### src/rtl/imu_binary_packet_receiver_assert.svh
// Assertion macros for the inertial sensor reply receiver.
// Has no dependencies; the top level includes it inside its module body.
`ifndef IMU_BINARY_PACKET_RECEIVER_ASSERT_SVH
`define IMU_BINARY_PACKET_RECEIVER_ASSERT_SVH

// Same-cycle implication, checked on every rising edge out of reset.
`define IBPR_ASSERT_IMPLY(label, clk, rst_n, ante, cons) \
	label: assert property (@(posedge clk) disable iff (!rst_n) (ante) |-> (cons)) \
		else $error("ibpr assertion failed");

// Next-cycle implication, checked on every rising edge out of reset.
`define IBPR_ASSERT_NEXT(label, clk, rst_n, ante, cons) \
	label: assert property (@(posedge clk) disable iff (!rst_n) (ante) |=> (cons)) \
		else $error("ibpr assertion failed");

`endif

### src/rtl/ibpr_pkg.sv
// Shared constants, types and the CRC-16 step for the inertial sensor reply receiver.
// No dependencies; used by ibpr_scale and imu_binary_packet_receiver.
`timescale 1ns / 1ps

package ibpr_pkg;

	// Frame layout.
	localparam int FRAME_BYTES   = 30;
	localparam int PAYLOAD_FIRST = 4;
	localparam int PAYLOAD_BYTES = 24;
	localparam int PAYLOAD_WORDS = PAYLOAD_BYTES / 4;
	localparam int NUM_AXES      = 6;

	localparam logic [7:0] SYNC_VALUE = 8'hFA;

	// Register reset values.
	localparam logic [31:0] GYRO_GAIN_RST  = 32'd75098726;
	localparam logic [31:0] ACCEL_GAIN_RST = 32'd26722120;

	// Register indexes on the configuration port.
	localparam logic CFG_GYRO_GAIN  = 1'b0;
	localparam logic CFG_ACCEL_GAIN = 1'b1;

	// Biased exponent at which the product needs no shift (127 + 23 + 16).
	localparam logic [7:0] EXP_SHIFT_BASE = 8'd166;

	// Result status codes.
	typedef enum logic [1:0] {
		ST_GOOD     = 2'd0,
		ST_SYNC_ERR = 2'd1,
		ST_CRC_ERR  = 2'd2
	} status_t;

	// Control from the top level to the scaling unit.
	typedef struct packed {
		logic adv;   // pipeline advances this cycle
		logic zero;  // force a zero result (error word)
	} scl_ctl_t;

	// One byte of CRC-16, polynomial 0x1021, MSB first.
	function automatic logic [15:0] crc_byte(input logic [15:0] crc_in, input logic [7:0] b);
		logic [15:0] c;
		c = {crc_in[7:0], crc_in[15:8]};
		c = c ^ {8'h00, b};
		c = c ^ {12'h000, c[7:4]};
		c = c ^ {c[3:0], 12'h000};
		c = c ^ {3'b000, c[7:0], 5'b00000};
		return c;
	endfunction

endpackage

### src/rtl/ibpr_scale.sv
// Two-stage scaling unit: IEEE single times an unsigned Q16.16 gain,
// truncated toward zero and saturated to int16. Depends on ibpr_pkg.
`timescale 1ns / 1ps

module ibpr_scale import ibpr_pkg::*; (
	input  logic               clk,
	input  scl_ctl_t           ctl,
	input  logic [31:0]        word,
	input  logic [31:0]        gain,
	output logic signed [15:0] value
);

	logic [7:0]  ex_raw;
	logic [22:0] frac;
	logic [23:0] man;
	logic [7:0]  ex_eff;
	logic        spec;
	logic [15:0] spec_val;

	logic [55:0] prod_s2;
	logic [7:0]  ex_s2;
	logic        neg_s2;
	logic        spec_s2;
	logic [15:0] spec_val_s2;

	logic [7:0]  lsh;
	logic [7:0]  rsh;
	logic [31:0] mag_l;
	logic [55:0] mag;
	logic [15:0] res;

	// Unpack the float; NaN, infinity and forced zeros are settled here.
	always_comb begin
		ex_raw = word[30:23];
		frac   = word[22:0];
		if (ex_raw == 8'h00) begin
			man    = {1'b0, frac};
			ex_eff = 8'd1;
		end else begin
			man    = {1'b1, frac};
			ex_eff = ex_raw;
		end
		spec = ctl.zero || (ex_raw == 8'hFF);
		if (ctl.zero || frac != 23'd0 || gain == 32'd0) begin
			spec_val = 16'h0000;
		end else if (word[31]) begin
			spec_val = 16'h8000;
		end else begin
			spec_val = 16'h7FFF;
		end
	end

	// Product register.
	always_ff @(posedge clk) begin
		if (ctl.adv) begin
			prod_s2     <= 56'(man) * 56'(gain);
			ex_s2       <= ex_eff;
			neg_s2      <= word[31];
			spec_s2     <= spec;
			spec_val_s2 <= spec_val;
		end
	end

	// Align by the exponent, then saturate to int16.
	always_comb begin
		lsh   = ex_s2 - EXP_SHIFT_BASE;
		rsh   = EXP_SHIFT_BASE - ex_s2;
		mag_l = 32'(prod_s2[15:0]) << lsh[3:0];
		if (prod_s2 == 56'd0) begin
			mag = 56'd0;
		end else if (ex_s2 >= EXP_SHIFT_BASE) begin
			if (prod_s2[55:16] != 40'd0 || lsh >= 8'd16) begin
				mag = 56'h10000;
			end else begin
				mag = {24'd0, mag_l};
			end
		end else if (rsh >= 8'd64) begin
			mag = 56'd0;
		end else begin
			mag = prod_s2 >> rsh[5:0];
		end

		if (neg_s2) begin
			if (mag >= 56'h8000) begin
				res = 16'h8000;
			end else begin
				res = 16'h0000 - mag[15:0];
			end
		end else begin
			if (mag > 56'h7FFF) begin
				res = 16'h7FFF;
			end else begin
				res = mag[15:0];
			end
		end

		if (spec_s2) begin
			value = spec_val_s2;
		end else begin
			value = res;
		end
	end

endmodule

### src/rtl/imu_binary_packet_receiver.sv
// Top level of the inertial sensor reply receiver: deframer, CRC check, payload store,
// result sequencer and output register. Depends on ibpr_pkg, ibpr_scale and the assert header.
`timescale 1ns / 1ps

// Takes one byte per cycle of a 30-byte sensor reply unless held off; a byte with tuser set
// opens a frame and must be the sync byte 0xFA, and a CRC-16 (0x1021, init 0) over bytes 1
// to 29 must end at zero. After byte 29 a good frame gives six words, axis 0 to 5 (gyro
// x,y,z, then accel x,y,z), each the stored float times its gain register truncated and
// saturated to int16; a bad frame gives one word with axis and value zero and the error in
// tuser. Words leave through a three-stage pipeline (store read, multiply, align and
// saturate into the output register), one per cycle while the sink is ready. A good burst
// issues six words and an error burst one; issue waits while the sink holds off. During a
// burst, bytes at position 4 or later of an open frame are held off, and so is a frame
// start that arrives then; the sync byte and the three header bytes of the next frame are
// still taken.
module imu_binary_packet_receiver import ibpr_pkg::*; (
	input  logic        clk,
	input  logic        arst_n,
	// Configuration write channel.
	input  logic        cfg_valid,
	output logic        cfg_ready,
	input  logic        cfg_index,
	input  logic [31:0] cfg_data,
	// Byte input.
	input  logic        s_axis_tvalid,
	output logic        s_axis_tready,
	input  logic [7:0]  s_axis_tdata,   // [7:0] data_byte
	input  logic        s_axis_tuser,   // [0] frame_start
	// Result output.
	output logic        m_axis_tvalid,
	input  logic        m_axis_tready,
	output logic [23:0] m_axis_tdata,   // [2:0] axis, [18:3] value, [23:19] zero
	output logic [1:0]  m_axis_tuser,   // [1:0] status
	output logic        m_axis_tlast
);

	logic [31:0] gyro_gain_q;
	logic [31:0] accel_gain_q;

	logic [4:0]  count_q;
	logic        in_frame_q;
	logic [15:0] crc_q;
	logic        sync_good_q;

	logic        emit_q;
	logic [2:0]  k_q;
	logic        err_q;
	status_t     err_status_q;

	logic [31:0] words_q [PAYLOAD_WORDS];

	logic        in_acc;
	logic [15:0] crc_next;
	logic [4:0]  pidx;
	logic        pwrite;
	logic        frame_end;

	logic        en;
	logic        issue;
	logic [2:0]  raddr;

	logic        v_s1;
	logic [2:0]  axis_s1;
	logic        last_s1;
	status_t     status_s1;
	logic        zero_s1;
	logic [31:0] rd_s1;

	logic        v_s2;
	logic [2:0]  axis_s2;
	logic        last_s2;
	status_t     status_s2;

	logic               out_valid_q;
	logic [2:0]         out_axis_q;
	logic signed [15:0] out_value_q;
	status_t            out_status_q;
	logic               out_last_q;

	scl_ctl_t           scl_ctl;
	logic [31:0]        gain_s1;
	logic signed [15:0] value_s2;

	logic               out_err;
	logic               out_good_last;

	// Configuration is always taken.
	assign cfg_ready = 1'b1;

	always_ff @(posedge clk or negedge arst_n) begin
		if (!arst_n) begin
			gyro_gain_q  <= GYRO_GAIN_RST;
			accel_gain_q <= ACCEL_GAIN_RST;
		end else if (cfg_valid && cfg_ready) begin
			if (cfg_index == CFG_GYRO_GAIN) begin
				gyro_gain_q <= cfg_data;
			end else begin
				accel_gain_q <= cfg_data;
			end
		end
	end

	// Input acceptance: bytes from position 4 on of an open frame wait while a burst is still reading the store.
	assign s_axis_tready = !emit_q || !(in_frame_q && count_q >= 5'(PAYLOAD_FIRST));
	assign in_acc        = s_axis_tvalid && s_axis_tready;

	assign crc_next  = crc_byte(crc_q, s_axis_tdata);
	assign pidx      = count_q - 5'(PAYLOAD_FIRST);
	assign pwrite    = in_acc && !s_axis_tuser && in_frame_q
		&& count_q >= 5'(PAYLOAD_FIRST) && count_q < 5'(PAYLOAD_FIRST + PAYLOAD_BYTES);
	assign frame_end = in_acc && !s_axis_tuser && in_frame_q
		&& count_q == 5'(FRAME_BYTES - 1);

	// Frame tracking and CRC.
	always_ff @(posedge clk or negedge arst_n) begin
		if (!arst_n) begin
			count_q     <= '0;
			in_frame_q  <= 1'b0;
			crc_q       <= '0;
			sync_good_q <= 1'b0;
		end else if (in_acc) begin
			if (s_axis_tuser) begin
				in_frame_q  <= 1'b1;
				count_q     <= 5'd1;
				crc_q       <= '0;
				sync_good_q <= (s_axis_tdata == SYNC_VALUE);
			end else if (in_frame_q) begin
				crc_q <= crc_next;
				if (frame_end) begin
					in_frame_q <= 1'b0;
					count_q    <= '0;
				end else begin
					count_q <= count_q + 5'd1;
				end
			end
		end
	end

	// Payload store: six words, written one byte lane at a time, read registered.
	always_ff @(posedge clk) begin
		if (pwrite) begin
			words_q[pidx[4:2]][{pidx[1:0], 3'b000} +: 8] <= s_axis_tdata;
		end
		if (issue) begin
			rd_s1 <= words_q[raddr];
		end
	end

	// Pipeline moves when the output register is free or being emptied.
	assign en    = !out_valid_q || m_axis_tready;
	assign issue = emit_q && en;

	// Gyro words sit behind the accel words in the store.
	always_comb begin
		if (k_q < 3'd3) begin
			raddr = k_q + 3'd3;
		end else begin
			raddr = k_q - 3'd3;
		end
	end

	// Result sequencer: one word per cycle of a burst while the pipeline moves.
	always_ff @(posedge clk or negedge arst_n) begin
		if (!arst_n) begin
			emit_q       <= 1'b0;
			k_q          <= '0;
			err_q        <= 1'b0;
			err_status_q <= ST_GOOD;
		end else if (frame_end) begin
			emit_q <= 1'b1;
			k_q    <= '0;
			err_q  <= !sync_good_q || crc_next != 16'h0000;
			if (!sync_good_q) begin
				err_status_q <= ST_SYNC_ERR;
			end else if (crc_next != 16'h0000) begin
				err_status_q <= ST_CRC_ERR;
			end else begin
				err_status_q <= ST_GOOD;
			end
		end else if (issue) begin
			if (err_q || k_q == 3'(NUM_AXES - 1)) begin
				emit_q <= 1'b0;
				k_q    <= '0;
			end else begin
				k_q <= k_q + 3'd1;
			end
		end
	end

	// Stage 1 and stage 2 control.
	always_ff @(posedge clk or negedge arst_n) begin
		if (!arst_n) begin
			v_s1 <= 1'b0;
			v_s2 <= 1'b0;
		end else if (en) begin
			v_s1 <= issue;
			v_s2 <= v_s1;
		end
	end

	always_ff @(posedge clk) begin
		if (en) begin
			if (issue) begin
				axis_s1   <= err_q ? 3'd0 : k_q;
				last_s1   <= err_q || k_q == 3'(NUM_AXES - 1);
				status_s1 <= err_status_q;
				zero_s1   <= err_q;
			end
			axis_s2   <= axis_s1;
			last_s2   <= last_s1;
			status_s2 <= status_s1;
		end
	end

	// Scaling unit.
	assign gain_s1      = (axis_s1 < 3'd3) ? gyro_gain_q : accel_gain_q;
	assign scl_ctl.adv  = en;
	assign scl_ctl.zero = zero_s1;

	ibpr_scale u_scale (
		.clk   (clk),
		.ctl   (scl_ctl),
		.word  (rd_s1),
		.gain  (gain_s1),
		.value (value_s2)
	);

	// Output register.
	always_ff @(posedge clk or negedge arst_n) begin
		if (!arst_n) begin
			out_valid_q <= 1'b0;
		end else if (en) begin
			out_valid_q <= v_s2;
		end
	end

	always_ff @(posedge clk) begin
		if (en) begin
			out_axis_q   <= axis_s2;
			out_value_q  <= value_s2;
			out_status_q <= status_s2;
			out_last_q   <= last_s2;
		end
	end

	assign m_axis_tvalid = out_valid_q;
	assign m_axis_tdata  = {5'b00000, out_value_q, out_axis_q};
	assign m_axis_tuser  = out_status_q;
	assign m_axis_tlast  = out_last_q;

	// Kinds of output word watched by the checks below.
	assign out_err       = m_axis_tvalid && m_axis_tuser != ST_GOOD;
	assign out_good_last = m_axis_tvalid && m_axis_tuser == ST_GOOD && m_axis_tlast;

	`include "imu_binary_packet_receiver_assert.svh"

	// An error word is a lone, zeroed, final word.
	`IBPR_ASSERT_IMPLY(a_err_word, clk, arst_n, out_err, m_axis_tlast && m_axis_tdata == 24'd0)

	// A good burst ends on the last accel axis.
	`IBPR_ASSERT_IMPLY(a_good_last, clk, arst_n, out_good_last, m_axis_tdata[2:0] == 3'(NUM_AXES - 1))

	// The store is never written while a burst reads it.
	`IBPR_ASSERT_IMPLY(a_no_write_in_burst, clk, arst_n, emit_q, !pwrite)

	// Closing byte of a frame always starts a burst.
	`IBPR_ASSERT_NEXT(a_end_starts_burst, clk, arst_n, frame_end, emit_q && k_q == 3'd0)

endmodule

### config.mk
export PLATFORM = sky130hd
export DESIGN_NAME = imu_binary_packet_receiver
export DESIGN_NICKNAME = d
export VERILOG_FILES = /design/src/rtl/ibpr_pkg.sv /design/src/rtl/ibpr_scale.sv /design/src/rtl/imu_binary_packet_receiver.sv
export VERILOG_INCLUDE_DIRS = /design/src /design/src/rtl
export SDC_FILE = /design/constraint.sdc
export NUM_CORES = 2
export LEC_CHECK = 0
export BUFFER_PORTS_ARGS = -buffer_cell sky130_fd_sc_hd__buf_2
export CAP_MARGIN = 10
export CORE_MARGIN = 4
export CORE_UTILIZATION = 43
export DETAILED_ROUTE_END_ITERATION = 10
export PLACE_DENSITY_LB_ADDON = 0.3
export SETUP_SLACK_MARGIN = 0.3
export SLEW_MARGIN = 0
export SYNTH_ARGS = -nofsm -noshare
export SYNTH_HDL_FRONTEND = slang
export SYNTH_SLANG_ARGS = --single-unit
### constraint.sdc
create_clock -name clk -period 19.3 [get_ports clk]
set_clock_uncertainty 0.1 [all_clocks]
set_input_delay 3.86 -clock clk [delete_from_list [all_inputs] [get_ports clk]]
set_output_delay 3.86 -clock clk [all_outputs]
set_load 0.01 [all_outputs]
* Word level (Yosys, flattened, before mapping)
Memories as Yosys holds them, arrays and structs flattened. A register that Yosys moved wholly into a read port is not among the register bits.
Cells that the tools add are included.
Widths: inputs -> output; s select.
** Storage, ports and cells
- Register bits after elaboration :: 214
- Bits in latches :: 0
- RAM bits :: 192
- Bits in read-only memories :: 0
- Bits of input ports :: 47
- Memories kept :: 1
** Cells by class
- Add/sub/neg operators :: 9
- $mul :: 1
- Div/mod/pow operators :: 0
- Order comparisons :: 9
- Eq/ne operators :: 4
- Shift operators :: 4
- Mux-type cells :: 30
- Bitwise operators :: 5
- Reductions and logical operators :: 36
** Memory list
- words_q :: depth 6, width 32, read ports 1, clocked after memory_dff 1, wr ports 1, RTL line imu_binary_packet_receiver.sv:50 : logic [31:0] words_q [PAYLOAD_WORDS];
** Operator list (number)
- $mux 56 :: 3
- $mux 16 :: 7
- $mux 32 :: 3
- $ge 56x16->1 const B :: 1
- $gt 56x15->1 const B :: 1
- $logic_not 56->1 :: 1
- $mul 24x32->56 :: 1
- $shr 56x6->56 :: 1
- $reduce_bool 40->1 :: 1
- $logic_not 32->1 :: 1
- $shift 8x7->32 const A :: 1
- $shiftx 8x7->32 :: 1
- $shl 16x4->32 :: 1
- $mux 24 :: 1
- $reduce_bool 23->1 :: 1
- $eq 8x8->1 const B :: 2
- $reduce_bool 16->1 :: 1
- $sub 1x16->16 const A :: 1
- $xor 16x13->16 :: 1
- $xor 16x16->16 :: 1
- $xor 16x4->16 :: 1
- $xor 16x8->16 :: 1
- $mux 5 :: 3
- $mux 3 :: 4
- other kinds (25) :: 58

* Logic depth before layout (Yosys ltp)
- Depth after elaboration :: 11
- Depth in mapped cells :: 30
- Gate-level depth less buffers :: 28

* By module
Synthesis repeated with hierarchy kept, for this count alone.
** Unflattened totals
- Cells, all modules :: 4352
- Area total of the unflattened synthesis :: 46193.1 um2
** Modules (own cells, without submodules)
- ibpr_scale :: instances 1, cells an instance 3487, area each 31795.5 um2
- imu_binary_packet_receiver :: instances 1, cells an instance 865, area each 14397.6 um2

* Worst setup path before layout
Ideal clock, no wire load.
- Path kind :: input -> register
- From :: input port m_axis_tready
- To :: register axis_s1[0] (enable)
- Library setup time :: 0.394 ns
- Data arrival time :: 7.657 ns
- Path slack :: 11.149 ns
- Stages :: 3
- Buffers on the path :: 0
- Path through :: nand2b_1 -> nand2_1 -> inv_1
** On the way
- Cells in the longest elaborated chain, start to end :: 3
** RTL lines
- from (decl) :: RTL line imu_binary_packet_receiver.sv:31 : input logic m_axis_tready,
- $logic_or 1x1->1 :: RTL line imu_binary_packet_receiver.sv:150 : assign en = !out_valid_q || m_axis_tready;
- $logic_and 1x1->1 :: RTL line imu_binary_packet_receiver.sv:151 : assign issue = emit_q && en;
- via issue :: RTL line imu_binary_packet_receiver.sv:59 : logic issue;
- $reduce_and 2->1 (no source line)
- to (signal assigned) :: RTL line imu_binary_packet_receiver.sv:204 : axis_s1 <= err_q ? 3'd0 : k_q;
- to (decl) :: RTL line imu_binary_packet_receiver.sv:63 : logic [2:0] axis_s1;
The timed path passes the listed nets, and every way through them passes these cells.
A chain may end at the register's enable or synchronous reset.

* Worst setup path in the final report
- From :: register axis_s1[0]
- To :: register u_scale.prod_s2[54] (data pin)
** On the way
- Cells in the longest elaborated chain, start to end :: 3
** RTL lines
- $lt 3x2->1 :: RTL line imu_binary_packet_receiver.sv:216 : assign gain_s1 = (axis_s1 < 3'd3) ? gyro_gain_q : accel_gain_q;
- $mux 32 :: RTL line imu_binary_packet_receiver.sv:216
- $mul 24x32->56 :: RTL line ibpr_scale.sv:56 : prod_s2 <= 56'(man) * 56'(gain);
- to (signal assigned) :: RTL line ibpr_scale.sv:56
- to (decl) :: RTL line ibpr_scale.sv:20 : logic [55:0] prod_s2;
No other way between the ends.

==> run metrics <==
Max Cap Viol 0; CP Capture Type flip-flop; DRT Pass-1 Iters 5; post-synthesis xor/xnor area fraction under 10%; crit-path most repeated cell fa_1; CP max stage cell nor3_1; fillcell total around 10,000; Slew @ Worst Pin about 1200 ps; commonest non-fill, non-tap cell in the layout inv_1; mux cell area share after synthesis approximately 11%; DR iter-0 viols about 2,300; RSZ-0062 raised after global routing false; input/output buffers 70; largest family of logic cells by synthesized area adder cells; sequential share of the synthesized area 26.1%; Post-synth EDFFs approximately 330; CTS tree yes; Top FF cell, synth edfxtp_1; FF-to-FF End u_scale.prod_s2[54]; H-tree depth 2; Via Count around 32,000; highest clock rate about 110 MHz; GRT Util Overall 21.1%; period utilization 48.0%; Worst EP arrival ~9600 ps; DIE WIDTH around 340 µm; Mapped Cells approximately 4,400; reg2reg start axis_s1[0]; CP Launch Point axis_s1[0]; clk_lat worst skew between 600 and 700 ps; dpl hpwl 86,700 µm; worst hold endpoint m_axis_tuser[0]; CTS buffer count 47; Die Ht between 300 and 400 µm; total grt overflow 0; Initial Util a little over two fifths; CP Max Fanout 32; hold_sp status_s2[0]; WP data required 19,620 ps; Slew HR 17.8%; setup_tns 0 ps; worst reg-to-reg path cell count 26; Crit Path Class flip-flop to flip-flop; drt drc 0; Yosys Warn Count 0; worst min-delay path category flip-flop to flip-flop; # IOs between 70 and 80; Root Buffer clkbuf_16; vias in the first global route about 34,000; synthesized cell area roughly 0.047 mm²; CTS Buffer Depth 3; DR vias/cell about 5.5; Row Count between 100 and 150; P&R area growth vs syn 6.62%; post-synthesis compound-gate area fraction under 10%; synthesized flop and latch total 424; final setup vio count 0; WHS Path Cells 0; post-synth cell types between 90 and 100; startpoint type of the worst setup path flip-flop; Slew Limit Fails 0; fraction of layout cells with a size suffix above 1 between 10% and 20%; R2R setup slack approximately 10,000 ps; largest net degree at the start of global routing 65; WL per Instance 20.7 µm; Max stage delay on crit path around 700 ps; Post-Synth Adder-Cell Area approximately a third; Post-DRT Antenna Nets 0; die footprint about 0.11 mm²; total clock sinks between 400 and 500; simple-gate area share of the yosys netlist about 14%; Tmin final ~9300 ps; gpl congestion 0.885; CORE AREA ~0.11 mm²; clk slew on worst S/H paths 60 ps; initial antenna violation count 3; Syn Area/Cell 10.6 µm²; CTS Hold Buffers Added 0; commonest cells after routing, fill and taps aside inv_1, fa_1, nand2_1; Resized Gates After CTS 0; post-synthesis async set-or-reset flop share between 20% and 30%; Post-Route WL between 100,000 and 150,000 µm; WP buf/inv 5; nets 5,274; Worst path top cell family by delay adder cells; first-pass GRT wire length 193,000 µm; Inserted Diodes 0; Hold Fails Final Rpt 0; status completed; postcts setup bufs 0
-- cell usage after synthesis, types with 8 or more instances --
library cell / number / area [µm²]
xnor2_1: 52 / 455
o21ai_0: 76 / 380
dfstp_2: 30 / 788
inv_1: 753 / 2830
ha_1: 198 / 2480
buf_4: 11 / 82.6
o21a_1: 9 / 67.6
mux2i_1: 105 / 1050
nor2b_1: 11 / 68.8
and3_1: 19 / 119
and2_1: 447 / 2800
nor2_1: 134 / 503
dfrtp_1: 67 / 1680
edfxtp_1: 327 / 9820
a21o_1: 37 / 278
nand3b_1: 9 / 67.6
xor2_1: 24 / 210
buf_1: 14 / 52.6
a31oi_1: 22 / 138
o211ai_1: 11 / 82.6
a211oi_1: 9 / 67.6
buf_2: 31 / 155
mux2_2: 165 / 1860
or3_1: 9 / 56.3
fa_1: 658 / 13200
nor3b_1: 8 / 60.1
clkbuf_1: 180 / 676
nor4_1: 42 / 263
mux4_2: 98 / 2210
nand3_1: 48 / 240
nand2_1: 482 / 1810
nand2b_1: 25 / 156
a21oi_1: 108 / 541
o21bai_1: 10 / 75.1
nand4_1: 26 / 163
nor3_1: 36 / 180
-- worst register-to-register path: stages (launching register included) --
cell      delay [ps]
edfxtp_1         430
a21oi_4          160
buf_4            430
mux2_2           750
and2_1           300
fa_1             500
fa_1             540
inv_1             50
fa_1             490
fa_1             510
inv_1             50
fa_1             480
fa_1             500
inv_1             50
fa_1             500
inv_1             50
ha_1             340
a21o_1           180
a21o_1           160
a21oi_1          230
nand4_1          120
o21ai_0          530
nor3_1           150
nor3_1           700
a311oi_1         270
o2111a_1         290
a311oi_1         200
-- per-stage QoR --
stage               worst slack, ps  std cells  instance area, µm²  utilization [%]  hold slack [ps]
finish                        10040       5824               50200             46.2              319
global route                   9530       5824               50200             46.2              327
CTS                           10010       5824               50200             46.2              311
detailed placement            10030       5736               48600             44.7              305
global placement              10110       5736               48600             44.7              301
floorplan                     11150       4448               47100                -              300
-- worst max-delay path by stage --
stage | end | slack [ps] | depth (start not counted)
after global routing | u_scale.prod_s2[54] | 9530 | 26
after detailed placement | u_scale.prod_s2[54] | 10030 | 26
final | u_scale.prod_s2[54] | 10040 | 26
after CTS | u_scale.prod_s2[54] | 10010 | 26
after floorplan | axis_s1[0] | 11150 | 3
after global placement | u_scale.prod_s2[54] | 10110 | 26
-- cell type report --
class	count	area (µm²)	share of cell area [%]
timing repair buffer	118	713	1.42
inverter	754	2830	5.64
multi-input combinational	3026	31000	61.7
clock buffer	63	1340	2.67
tap	1414	1770	3.53
sequential	424	12300	24.5
clock inverter	25	267	0.531
-- flip-flops by register name (all words and copies together) (netlist names), 2 cells and up --
register and cells:
words_q 192, rd_s1 32, m_axis_tuser 2, axis_s1 3
status_s2 2, out_value_q 16, gyro_gain_q 32, u_scale.prod_s2 56
u_scale.ex_s2 8, out_axis_q 3, u_scale.spec_val_s2 2, status_s1 2
axis_s2 3, crc_q 16, count_q 5, accel_gain_q 32
k_q 3, err_status_q 2
-- metal layers --
metal	part of all wire, %	up-vias	GRT usage [%]
met5	0	-	0
met4	2.8	0	5.83
met2	48	957	35.1
li1	-	14300	-
met1	43	16600	29.2
met3	5.7	206	2.91
-- cell families after synthesis --
family | after synthesis
xor gates and xnor gates | 78
adders and majority gates | 856
DFF | 424
AOI/OAI and AO/OA | 389
and+or+nand+nor | 1322
buffers and inverters | 998
muxes | 375
other | 2
Power is not shown: default switching activity piles up to over one toggle a cycle in this logic, so the estimate is an artifact.
